$ cat src/rtl/bldc_ol_pkg.sv
`timescale 1ns / 1ps

package bldc_ol_pkg;

  localparam int DUTY_W      = 16;
  localparam int DELAY_W     = 16;
  localparam int PHASE_W     = 3;
  localparam int STAGE_W     = 2;
  localparam int RAMP_W      = 5;
  localparam int STEP_W      = 3;
  localparam int CFG_ADDR_W  = 2;
  localparam int CFG_DATA_W  = 16;
  localparam int IN_TDATA_W  = 8;
  localparam int OUT_TDATA_W = 24;
  localparam int NUM_LVL     = 7;
  localparam int LVL_W       = 3;
  localparam int RECIP_W     = 32;

  localparam logic [RAMP_W-1:0] RAMP_MAX  = 5'd16;
  localparam logic [STEP_W-1:0] STEP_LAST = 3'd5;
  localparam logic [STEP_W-1:0] STEP_NUM  = 3'd6;

  localparam logic [DUTY_W-1:0]  FULL_DUTY_RST   = 16'd4000;
  localparam logic [DELAY_W-1:0] START_DELAY_RST = 16'd1100;
  localparam logic [DELAY_W-1:0] MIN_DELAY_RST   = 16'd180;

  typedef enum logic [CFG_ADDR_W-1:0] {
    REG_FULL_DUTY   = 2'd0,
    REG_REVERSE_DIR = 2'd1,
    REG_START_DELAY = 2'd2,
    REG_MIN_DELAY   = 2'd3
  } cfg_reg_t;

  typedef enum logic [2:0] {
    ST_ALIGN = 3'b001,
    ST_DELAY = 3'b010,
    ST_COMM  = 3'b100
  } stage_t;

  localparam logic [STAGE_W-1:0] STAGE_CODE_ALIGN = 2'd0;
  localparam logic [STAGE_W-1:0] STAGE_CODE_DELAY = 2'd1;
  localparam logic [STAGE_W-1:0] STAGE_CODE_COMM  = 2'd2;

  typedef logic [RECIP_W-1:0] recip_t;

  // floor(2^32/d)+1 is exact for any 16-bit dividend and small d
  localparam recip_t RECIP_8  = RECIP_W'((64'd1 << 32) / 8  + 1);
  localparam recip_t RECIP_10 = RECIP_W'((64'd1 << 32) / 10 + 1);
  localparam recip_t RECIP_12 = RECIP_W'((64'd1 << 32) / 12 + 1);
  localparam recip_t RECIP_14 = RECIP_W'((64'd1 << 32) / 14 + 1);
  localparam recip_t RECIP_16 = RECIP_W'((64'd1 << 32) / 16 + 1);
  localparam recip_t RECIP_18 = RECIP_W'((64'd1 << 32) / 18 + 1);
  localparam recip_t RECIP_20 = RECIP_W'((64'd1 << 32) / 20 + 1);

  // duty level k is full_duty / (2 * ramp divider), level 0 doubles as align duty
  localparam recip_t DUTY_RECIP [NUM_LVL] = '{
    RECIP_20, RECIP_18, RECIP_16, RECIP_14, RECIP_12, RECIP_10, RECIP_8
  };

  function automatic logic [DUTY_W-1:0] div_by_recip(input logic [DUTY_W-1:0] x,
                                                      input recip_t m);
    logic [DUTY_W+RECIP_W-1:0] prod;
    prod = {{RECIP_W{1'b0}}, x} * {{DUTY_W{1'b0}}, m};
    return prod[DUTY_W+RECIP_W-1:RECIP_W];
  endfunction

  function automatic logic [LVL_W-1:0] ramp_level(input logic [3:0] ramp);
    logic [LVL_W-1:0] lvl;
    case (ramp)
      4'd1:          lvl = 3'd0;
      4'd2:          lvl = 3'd1;
      4'd3:          lvl = 3'd2;
      4'd4, 4'd5:    lvl = 3'd3;
      4'd6, 4'd7:    lvl = 3'd4;
      4'd8, 4'd9:    lvl = 3'd5;
      default:       lvl = 3'd6;
    endcase
    return lvl;
  endfunction

  function automatic logic [STAGE_W-1:0] stage_code(input stage_t st);
    logic [STAGE_W-1:0] code;
    case (st)
      ST_ALIGN: code = STAGE_CODE_ALIGN;
      ST_DELAY: code = STAGE_CODE_DELAY;
      ST_COMM:  code = STAGE_CODE_COMM;
      default:  code = STAGE_CODE_ALIGN;
    endcase
    return code;
  endfunction

endpackage

$ cat src/rtl/bldc_open_loop_six_step_startup.sv
`timescale 1ns / 1ps

// an accepted item passes the input register, then the result register, before it shows on out_*
// throughput: one item per cycle unless stalled; the tick logic sits between the input register
// and the result register, and a stalled result stops the input once the input register holds an item
// reset (rst_n low, synchronous): sequencer in align, counters, duty and phase cleared,
// configuration back to full_duty 4000, clockwise, start_delay 1100, min_delay 180
module bldc_open_loop_six_step_startup (
  input  logic                                clk,
  input  logic                                rst_n,
  input  logic                                cfg_we,
  input  logic [bldc_ol_pkg::CFG_ADDR_W-1:0]  cfg_addr,
  input  logic [bldc_ol_pkg::CFG_DATA_W-1:0]  cfg_wdata,
  input  logic                                in_tvalid,
  output logic                                in_tready,
  input  logic [bldc_ol_pkg::IN_TDATA_W-1:0]  in_tdata,   // [0] run, rest zero
  output logic                                out_tvalid,
  input  logic                                out_tready,
  output logic [bldc_ol_pkg::OUT_TDATA_W-1:0] out_tdata   // [15:0] duty, [18:16] phase_code,
                                                          // [19] drive_change, [21:20] stage
);
  import bldc_ol_pkg::*;

  // configuration
  logic [DUTY_W-1:0]  full_duty_r;
  logic               reverse_dir_r;
  logic [DELAY_W-1:0] start_delay_r;
  logic [DELAY_W-1:0] min_delay_r;

  // duty levels derived from full_duty, refreshed every cycle
  logic [DUTY_W-1:0] duty_lvl_r [NUM_LVL];

  // input register
  logic in_valid_r;
  logic in_run_r;

  // sequencer state
  stage_t             stage_r, stage_nxt;
  logic [DELAY_W-1:0] tick_cnt_r, tick_cnt_nxt;
  logic [DELAY_W-1:0] interval_r, interval_nxt;
  logic [RAMP_W-1:0]  ramp_cnt_r, ramp_cnt_nxt;
  logic [STEP_W-1:0]  step_idx_r, step_idx_nxt;
  logic [DUTY_W-1:0]  duty_r, duty_nxt;
  logic [PHASE_W-1:0] phase_r, phase_nxt;
  logic               change_nxt;

  // result register
  logic               out_valid_r;
  logic [DUTY_W-1:0]  out_duty_r;
  logic [PHASE_W-1:0] out_phase_r;
  logic               out_change_r;
  logic [STAGE_W-1:0] out_stage_r;

  logic               adv;
  logic               proc;
  logic [DELAY_W-1:0] tick_inc;
  logic [DELAY_W-1:0] shrink_q;
  logic [DELAY_W:0]   dec;
  logic [DELAY_W-1:0] shrunk;
  logic [RAMP_W-1:0]  ramp_inc;
  logic [STEP_W-1:0]  step_inc;

  assign adv       = !out_valid_r || out_tready;
  assign proc      = in_valid_r && adv;
  assign in_tready = !in_valid_r || adv;

  always_ff @(posedge clk) begin
    if (!rst_n) begin
      full_duty_r   <= FULL_DUTY_RST;
      reverse_dir_r <= 1'b0;
      start_delay_r <= START_DELAY_RST;
      min_delay_r   <= MIN_DELAY_RST;
    end else if (cfg_we) begin
      case (cfg_reg_t'(cfg_addr))
        REG_FULL_DUTY:   full_duty_r   <= cfg_wdata;
        REG_REVERSE_DIR: reverse_dir_r <= cfg_wdata[0];
        REG_START_DELAY: start_delay_r <= cfg_wdata;
        REG_MIN_DELAY:   min_delay_r   <= cfg_wdata;
        default: ;
      endcase
    end
  end

  always_ff @(posedge clk) begin
    for (int k = 0; k < NUM_LVL; k++) begin
      duty_lvl_r[k] <= div_by_recip(full_duty_r, DUTY_RECIP[k]);
    end
  end

  always_ff @(posedge clk) begin
    if (!rst_n) begin
      in_valid_r <= 1'b0;
    end else if (in_tready) begin
      in_valid_r <= in_tvalid;
    end
  end

  always_ff @(posedge clk) begin
    if (in_tready && in_tvalid) begin
      in_run_r <= in_tdata[0];
    end
  end

  // per-tick sequencer
  always_comb begin
    tick_inc = tick_cnt_r + 1'b1;
    shrink_q = div_by_recip(interval_r, RECIP_12);
    dec      = {1'b0, shrink_q} + 1'b1;
    shrunk   = (dec > {1'b0, interval_r}) ? '0 : DELAY_W'({1'b0, interval_r} - dec);
    ramp_inc = (ramp_cnt_r < RAMP_MAX) ? ramp_cnt_r + 1'b1 : ramp_cnt_r;
    step_inc = (step_idx_r == STEP_LAST) ? '0 : step_idx_r + 1'b1;

    stage_nxt    = stage_r;
    tick_cnt_nxt = tick_cnt_r;
    interval_nxt = interval_r;
    ramp_cnt_nxt = ramp_cnt_r;
    step_idx_nxt = step_idx_r;
    duty_nxt     = duty_r;
    phase_nxt    = phase_r;
    change_nxt   = 1'b0;

    if (!in_run_r) begin
      stage_nxt    = ST_ALIGN;
      tick_cnt_nxt = '0;
      ramp_cnt_nxt = '0;
      step_idx_nxt = '0;
    end else begin
      case (stage_r)
        ST_ALIGN: begin
          duty_nxt     = duty_lvl_r[0];
          phase_nxt    = '0;
          change_nxt   = 1'b1;
          tick_cnt_nxt = '0;
          interval_nxt = start_delay_r;
          stage_nxt    = ST_DELAY;
          ramp_cnt_nxt = '0;
        end
        ST_DELAY: begin
          if (tick_inc >= interval_r) begin
            tick_cnt_nxt = '0;
            stage_nxt    = ST_COMM;
          end else begin
            tick_cnt_nxt = tick_inc;
          end
        end
        ST_COMM: begin
          interval_nxt = (shrunk < min_delay_r) ? min_delay_r : shrunk;
          ramp_cnt_nxt = ramp_inc;
          // at saturation the duty stays where it is
          if (ramp_inc != '0 && ramp_inc < RAMP_MAX) begin
            duty_nxt = duty_lvl_r[ramp_level(ramp_inc[3:0])];
          end
          stage_nxt    = ST_DELAY;
          step_idx_nxt = step_inc;
          // clockwise walks the table backwards
          if (reverse_dir_r) begin
            phase_nxt = step_inc;
          end else begin
            phase_nxt = (step_inc == '0) ? '0 : STEP_NUM - step_inc;
          end
          change_nxt   = 1'b1;
        end
        default: ;
      endcase
    end
  end

  always_ff @(posedge clk) begin
    if (!rst_n) begin
      stage_r    <= ST_ALIGN;
      tick_cnt_r <= '0;
      interval_r <= '0;
      ramp_cnt_r <= '0;
      step_idx_r <= '0;
      duty_r     <= '0;
      phase_r    <= '0;
    end else if (proc) begin
      stage_r    <= stage_nxt;
      tick_cnt_r <= tick_cnt_nxt;
      interval_r <= interval_nxt;
      ramp_cnt_r <= ramp_cnt_nxt;
      step_idx_r <= step_idx_nxt;
      duty_r     <= duty_nxt;
      phase_r    <= phase_nxt;
    end
  end

  always_ff @(posedge clk) begin
    if (!rst_n) begin
      out_valid_r <= 1'b0;
    end else if (proc) begin
      out_valid_r <= 1'b1;
    end else if (out_tready) begin
      out_valid_r <= 1'b0;
    end
  end

  always_ff @(posedge clk) begin
    if (proc) begin
      out_duty_r   <= duty_nxt;
      out_phase_r  <= phase_nxt;
      out_change_r <= change_nxt;
      out_stage_r  <= stage_code(stage_nxt);
    end
  end

  assign out_tvalid = out_valid_r;
  assign out_tdata  = {2'b00, out_stage_r, out_change_r, out_phase_r, out_duty_r};

  // a stopped or idle sequencer never reports a new drive pattern
  a_align_no_change: assert property (@(posedge clk) disable iff (!rst_n)
    out_valid_r && (out_stage_r == STAGE_CODE_ALIGN) |-> !out_change_r)
    else $error("drive change reported in align stage");

  // every applied pattern leaves the sequencer counting the next delay
  a_change_to_delay: assert property (@(posedge clk) disable iff (!rst_n)
    out_valid_r && out_change_r |-> (out_stage_r == STAGE_CODE_DELAY))
    else $error("drive change not followed by delay stage");

  a_phase_range: assert property (@(posedge clk) disable iff (!rst_n)
    out_valid_r |-> (out_phase_r <= STEP_LAST) && (step_idx_r <= STEP_LAST))
    else $error("phase or step index out of range");

  a_ramp_sat: assert property (@(posedge clk) disable iff (!rst_n)
    ramp_cnt_r <= RAMP_MAX)
    else $error("ramp count beyond saturation");

  a_stop_clears: assert property (@(posedge clk) disable iff (!rst_n)
    proc && !in_run_r |=> (stage_r == ST_ALIGN) && (ramp_cnt_r == '0) && (step_idx_r == '0))
    else $error("stop did not clear the sequencer");

endmodule
$ cat config.mk
export PLATFORM = sky130hd
export DESIGN_NAME = bldc_open_loop_six_step_startup
export DESIGN_NICKNAME = d
export VERILOG_FILES = /design/src/rtl/bldc_ol_pkg.sv /design/src/rtl/bldc_open_loop_six_step_startup.sv
export SDC_FILE = /design/constraint.sdc
export NUM_CORES = 1
export LEC_CHECK = 0
export ABC_AREA = 1
export ABC_CLOCK_PERIOD_IN_PS = 11600
export BUFFER_PORTS_ARGS = -buffer_cell sky130_fd_sc_hd__buf_2
export CAP_MARGIN = 10
export CORE_MARGIN = 5
export CORE_UTILIZATION = 33
export CTS_CLUSTER_DIAMETER = 60
export DETAILED_ROUTE_END_ITERATION = 6
export PLACE_DENSITY = 0.52
export SYNTH_ARGS = -nofsm -noshare
export SYNTH_HDL_FRONTEND = slang
export SYNTH_SLANG_ARGS = --single-unit
$ cat constraint.sdc
create_clock -name clk -period 11.6 [get_ports clk]
set_input_delay 3.48 -clock clk [delete_from_list [all_inputs] [get_ports clk]]
set_output_delay 3.48 -clock clk [all_outputs]
set_load 0.02 [all_outputs]
After elaboration in Yosys (flattened, before gate mapping)
Memories as Yosys holds them, arrays and structs flattened.
Index checks and enable logic that the tools add are counted.
{"block": "word_totals", "mem_count": 2, "inputBits": 31, "elab_cells": 101, "ram_bits": 98, "out_inout_bits": 26, "reg_bits": 136, "rom_bits": 48}
{"memory": "duty_lvl_r", "words": 7, "width": 14, "read_ports": 2, "rd_clocked_by_memory_dff": 0, "wr": 7, "line": "bldc_open_loop_six_step_startup.sv:31", "rtl": "logic [DUTY_W-1:0] duty_lvl_r [NUM_LVL];"}
{"memory": "(name not given)", "words": 16, "width": 3, "read_ports": 1, "rd_clocked_by_memory_dff": 0, "wr": 0, "line": "bldc_ol_pkg.sv:69", "rtl": "case (ramp)"}
{"block": "op_classes", "n_reduce_logical": 21, "multipliers": 8, "n_lt_le_gt_ge": 5, "n_mux": 29, "eq_ne": 12, "add_sub_neg": 6}
{"op": "$mul A16 B28 Y44 const B", "n": 5}
{"op": "$mux W16", "n": 6}
{"op": "$pmux W16 S2", "n": 3}
{"op": "$mul A16 B29 Y45 const B", "n": 2}
{"op": "$mul A16 B30 Y46 const B", "n": 1}
{"op": "$mux W3", "n": 11}
{"op": "$add A16 B1 Y16 const B", "n": 1}
{"op": "$ge A16 B16 Y1", "n": 1}
{"op": "$gt A14 B16 Y1", "n": 1}
{"op": "$lt A16 B16 Y1", "n": 1}
{"op": "$sub A16 B14 Y16", "n": 1}
{"op": "$add A13 B1 Y14 const B", "n": 1}
{"op": "$reduce_and A2 Y1", "n": 7}
{"op": "$pmux W3 S2", "n": 2}
{"op": "$lt A5 B5 Y1 const B", "n": 2}
{"op": "$mux W5", "n": 2}
{"op": "$pmux W5 S2", "n": 1}
{"op": "$eq A3 B3 Y1 const B", "n": 3}
{"op": "$eq A3 B2 Y1 const B", "n": 2}
{"op": "$ne A3 B1 Y1 const B", "n": 2}
{"op": "$add A5 B1 Y5 const B", "n": 1}
{"op": "$reduce_bool A5 Y1", "n": 1}
{"op": "$eq A2 B2 Y1 const B", "n": 2}
{"op": "$pmux W2 S2", "n": 1}
{"op": "other kinds (14)", "n": 21}

Longest topological paths before layout
An unclocked memory read counts as a cell.
{"block": "depth", "word_depth": 11, "depth_mapped": 51, "depth_no_buf": 50}

Least setup slack after synthesis
OpenSTA, ideal clock, no wires.
{"block": "synth_timing", "kind": "register -> register", "start": "reg interval_r[3]", "end": "reg interval_r[5]", "n_path_buf": 1, "required_time_ns": 11.481, "arrival_time_ns": 8.331, "period_less_slack_ns": 8.451, "path_stages_with_launch": 45, "slack_ns": 3.149, "setup_time_ns": 0.119, "cell_sequence": "dfxtp_1 > ha_1 > fa_1 > inv_1 > fa_1 > inv_1 > fa_1 > fa_1 > inv_1 > fa_1 > inv_1 > ha_1 > nand2_1 > nor2_1 > nand2_1 > inv_1 > nand2_1 > nand2_1 > [9 not listed] > nand2_1 > ha_1 > nand2_1 > o21ai_0 > a21oi_1 > or2_2 > nand3_1 > inv_1 > ha_1 > a21oi_1 > o21ai_0 > nand3_1 > a21oi_1 > a211oi_2 > clkbuf_1 > nand3_1 > nand3_1 > a21oi_1"}
{"block": "synth_between", "elab_chain_cells": 7, "elab_cells_between_ends": 8, "classes_between": "add/sub: 2; mul: 1; order compare: 2; mux: 3"}
{"element": "start: declaration", "line": "bldc_open_loop_six_step_startup.sv:40", "rtl": "logic [DELAY_W-1:0] interval_r, interval_nxt;"}
{"element": "start signal: assignment", "line": "bldc_open_loop_six_step_startup.sv:180", "rtl": "interval_r <= interval_nxt;"}
{"element": "$mul A16 B28 Y44", "line": "bldc_ol_pkg.sv:63", "rtl": "prod = {{RECIP_W{1'b0}}, x} * {{DUTY_W{1'b0}}, m};"}
{"element": "$add A13 B1 Y14", "line": "bldc_open_loop_six_step_startup.sv:108", "rtl": "dec = {1'b0, shrink_q} + 1'b1;"}
{"element": "$sub A16 B14 Y16 or $gt A14 B16 Y1 (tied branches)", "line": "bldc_open_loop_six_step_startup.sv:109", "rtl": "shrunk = (dec > {1'b0, interval_r}) ? '0 : DELAY_W'({1'b0, interval_r} - dec);"}
{"element": "$mux W16 *", "line": "bldc_open_loop_six_step_startup.sv:109"}
{"element": "$lt A16 B16 Y1", "line": "bldc_open_loop_six_step_startup.sv:147", "rtl": "interval_nxt = (shrunk < min_delay_r) ? min_delay_r : shrunk;"}
{"element": "$mux W16 *", "line": "bldc_open_loop_six_step_startup.sv:147"}
{"element": "$pmux W16 S2 *", "line": "bldc_open_loop_six_step_startup.sv:128", "rtl": "case (stage_r)"}
Every way passes the cells marked *; elsewhere a longest branch is shown, timed or not.
A chain may end at the register's enable or synchronous reset.

Worst setup path after layout
{"block": "layout_timing", "start": "reg interval_r[3]", "end": "reg interval_r[9]"}
Same word-level chain as after synthesis.

==> results.rst <==
.. list-table::
   :header-rows: 1

   * - Metric
     - Value
   * - Run status
     - complete, no violations
   * - Number of antenna violations at the first check in global routing
     - 4
   * - Design Area, Final
     - 36,400 um2
   * - Crit path capture type
     - register
   * - Final total negative setup slack
     - 0 ns
   * - Min cycle time layout
     - a little under 10 ns
   * - Hold crit path type
     - reg2reg
   * - Post-route clock period utilization
     - a little over four fifths
   * - F_max
     - 103 MHz
   * - Effective utilization at floorplan
     - 33.3%
   * - Worst Hold Margin
     - 0.463 ns
   * - Total of buffers placed on input and output ports
     - 47
   * - Detailed-routing iteration count for the pre-antenna-repair pass
     - 5
   * - Required time at the endpoint of the critical path
     - approximately 12 ns
   * - Cts hold-fix bufs
     - 0
   * - Tot GR Track Use
     - 18.6%
   * - Post-Synthesis Mean Instance Area
     - between 8 and 9 um2
   * - Share of flip-flops with an asynchronous set or reset
     - 0%
   * - Count of maximum capacitance violations
     - 0
   * - Placed Instance Area
     - 35,800 um2
   * - Part of the power in combinational logic
     - 82.6%
   * - Boundary pin count
     - 57
   * - Clock transition at the registers of the reported paths
     - 0.08 ns
   * - DRT Wirelength
     - 99,400 um
   * - Routed wirelength normalized by instance count
     - 17.6 um
   * - Net switching power figure
     - 5.08 mW
   * - Post-placement cell count
     - 5,609
   * - Number of gates resized after cts
     - 0
   * - Total number of clock tree sinks
     - 200
   * - Total of flip-flops plus latches after synthesis
     - 200
   * - Largest area contributor in the synthesized netlist
     - ha_1
   * - Skew-Pair Late Insertion Delay
     - a little under 0.5 ns
   * - Synth Flop Type
     - dfxtp_1
   * - Post-DP HPWL
     - 86,100 um
   * - Final Setup Violations
     - 0
   * - H-tree depth reported by CTS
     - 4
   * - Die W
     - 331 um
   * - Pleak
     - 19.2 nW
   * - Synth Area in Simple Gates
     - 16.4%
   * - Highest fanout seen on the critical path
     - 17
   * - Overall power after layout
     - 8.91 mW
   * - Setup skew after layout
     - 0.0136 ns
   * - Maximum number of pins on one net before global-route repair
     - 67
   * - Power density cells
     - 245 nW/um2
   * - Yosys warning count
     - 0
   * - Residual DRC
     - 0
   * - Proportion of total power due to net switching
     - 57.1%
   * - Filler-free cell count of the finished design
     - 5,644
   * - Setup slack at placement
     - 1.95 ns
   * - Via count of the routed design
     - 27,700
   * - Largest buffer count on any clock path
     - 2
   * - Biggest area contributors in the synthesized netlist
     - ha_1 (24%), fa_1 (23%), dfxtp_1 (10%)
   * - Final-report max-slew violation count
     - 0
   * - Startpoint class of the critical path
     - register
   * - Area delta synth->final
     - 7.16%
   * - Critical path start-end classification
     - reg2reg
   * - Root buf cell
     - clkbuf_16
   * - Post-synth EDFFs
     - 23
   * - Count of routing violations after the opening detailed-route iteration
     - between 1,500 and 2,000
   * - Pint
     - 3.82 mW
   * - Worst-margin pin slew
     - 1.07 ns
   * - Number of buffers created by CTS
     - 17
   * - Sequential group share of total power
     - 10.8%
   * - Mapped cell area
     - between 30,000 and 40,000 um2
   * - Proportion of synthesized chip area in sequential cells
     - 12.5%
   * - Count of buffer and inverter cells on the critical path
     - 8
   * - Compound-gate portion of the synthesized area
     - 11.6%
   * - Cell count after synthesis
     - 4,215
   * - Clock tree from TritonCTS
     - done
   * - First-pass GRT wire length
     - around 160,000 um
   * - Hold Vio Cnt, Final
     - 0
   * - Most prevalent standard cell on the critical path
     - nand2_1
   * - Peak ir drop on the vdd network
     - 0.000255 V
   * - Max stage delay on crit path
     - 0.61 ns
   * - Post-layout util
     - a little over a third
   * - Vias in the first global route
     - 28,100
   * - Cell variety after synth
     - 67
   * - Library cell contributing the largest single delay on the critical path
     - fa_1
   * - RSZ-0062 raised after global routing
     - no
   * - Antenna violation net count after detailed routing
     - 0
   * - Gp weighted congestion
     - 0.949
   * - Die outline area
     - 109,000 um2
   * - Post-synthesis share of cell area spent on full adders, half adders and majority gates
     - approximately 47%
   * - Largest family of logic cells by synthesized area
     - adder cells
   * - Critical path data arrival time
     - 10.07 ns
   * - Worst setup slack after layout
     - 1.90 ns
   * - Largest delay share family, worst path
     - adder cells
   * - Vias per inst
     - 4.92
   * - Share of synthesized area spent on multiplexers
     - 0%
   * - Clock network fraction of design power
     - 6.6%
   * - Core footprint
     - roughly 100,000 um2
   * - Total number of nets in the final design
     - 5,326
   * - Area share of the largest cell type after synthesis
     - 23.7%
   * - Number of fill cells in the layout
     - 10,800
   * - Setup Buffers After CTS
     - 0
   * - Total number of placement rows
     - between 100 and 150
   * - Slew margin rel.
     - 28.5%
   * - Height of the chip
     - 331 um
   * - Remaining global-route overflow
     - 0
   * - Synth Area in XOR/XNOR
     - 2.25%
   * - Fraction of layout instances using a drive strength above 1
     - 4.77%
## layout by cell type (no fill, tap or decap), drive strengths merged, types with 18 or more instances in the layout
cell / instances
nor3: 38
xnor2: 28
edfxtp: 23
ha: 642
o21ai: 219
nand2: 684
inv: 860
nor2: 311
dfxtp: 177
fa: 393
xor2: 57
o211ai: 30
buf: 77
a21oi: 307
a31oi: 23
clkbuf: 18
nand4: 33
nand3: 201
a21o: 25
## final timing paths
path	cells after the start	start	slack (ns)	end
worst max-delay path	46	interval_r[3]	1.90	interval_r[9]
worst min-delay path	2	duty_r[13]	0.46	duty_r[13]
worst max register to register	46	interval_r[3]	1.90	interval_r[9]
worst min register to register	2	duty_r[13]	0.46	duty_r[13]
## state kept, by name (all words and copies together) (netlist names)
name           cells
out_change_r       1
in_run_r           1
step_idx_r         3
phase_r            3
out_tvalid         1
stage_r            3
in_valid_r         1
ramp_cnt_r         5
interval_r        16
tick_cnt_r        16
min_delay_r       16
out_duty_r        16
reverse_dir_r      1
out_phase_r        3
duty_r            16
duty_lvl_r        64
start_delay_r     16
full_duty_r       16
out_stage_r        2
## tightest hold or removal path: cells and delay by family, from the launching register on
kind                   cells  cell delay [ns]
buffers and inverters      1             0.04
DFF                        1             0.32
and+or+nand+nor            1             0.07
## power groups by stage
| stage | combinational [mW] | sequential [mW] | clock, mW |
|---|---|---|---|
| floorplan | 5.47 | 0.910 | 0 |
| global placement | 7.35 | 0.978 | 0 |
| detailed placement | 7.33 | 0.978 | 0 |
| CTS | 7.40 | 0.963 | 0.609 |
| global route | 8.46 | 0.966 | 0.636 |
| finish | 7.36 | 0.960 | 0.590 |
## cell usage after synthesis (all sizes together) (8+ instances only)
| cell | n |
|---|---|
| nor3 | 38 |
| a21oi | 307 |
| ha | 642 |
| or2 | 8 |
| o21ai | 219 |
| a21o | 25 |
| edfxtp | 23 |
| o21bai | 11 |
| nand3 | 201 |
| clkbuf | 24 |
| xor2 | 57 |
| xnor2 | 28 |
| o31ai | 9 |
| buf | 28 |
| nand2 | 684 |
| a211oi | 10 |
| o211ai | 30 |
| a22oi | 12 |
| nand4 | 33 |
| a31oi | 23 |
| dfxtp | 177 |
| nor4 | 14 |
| fa | 393 |
| nor2 | 311 |
| a221oi | 8 |
| inv | 856 |
## per-layer routing
metal	track usage (%)	vias up	wire, um
li1	-	13800	-
met1	24.7	13300	45000
met2	30.9	539	46200
met3	3.32	102	5130
met4	5.41	0	3120
met5	0	-	0
## cell families (layout without fill, tap and decap cells)
| logic type | after synthesis | count (layout) |
|---|---|---|
| AND/OR/NAND/NOR | 1299 | 1299 |
| adder cells (fa/ha/maj) | 1035 | 1035 |
| buffers and inverters | 909 | 966 |
| AO/OA/AOI/OAI | 686 | 686 |
| flip-flops | 200 | 200 |
| XOR/XNOR | 85 | 85 |
| other | 1 | 5 |
## layout make-up
type | instances | area, um2 | area share (%)
flip-flops and latches | 200 | 4230 | 11.6
clock inverters | 14 | 125 | 0.344
clock buffers | 18 | 429 | 1.18
well taps | 1368 | 1710 | 4.70
multi-input cells | 3107 | 26200 | 72.0
inverters | 857 | 3220 | 8.85
diodes | 3 | 7.51 | 0.0206
repair buffers | 77 | 460 | 1.27
Power figures use the tool's default switching activity.
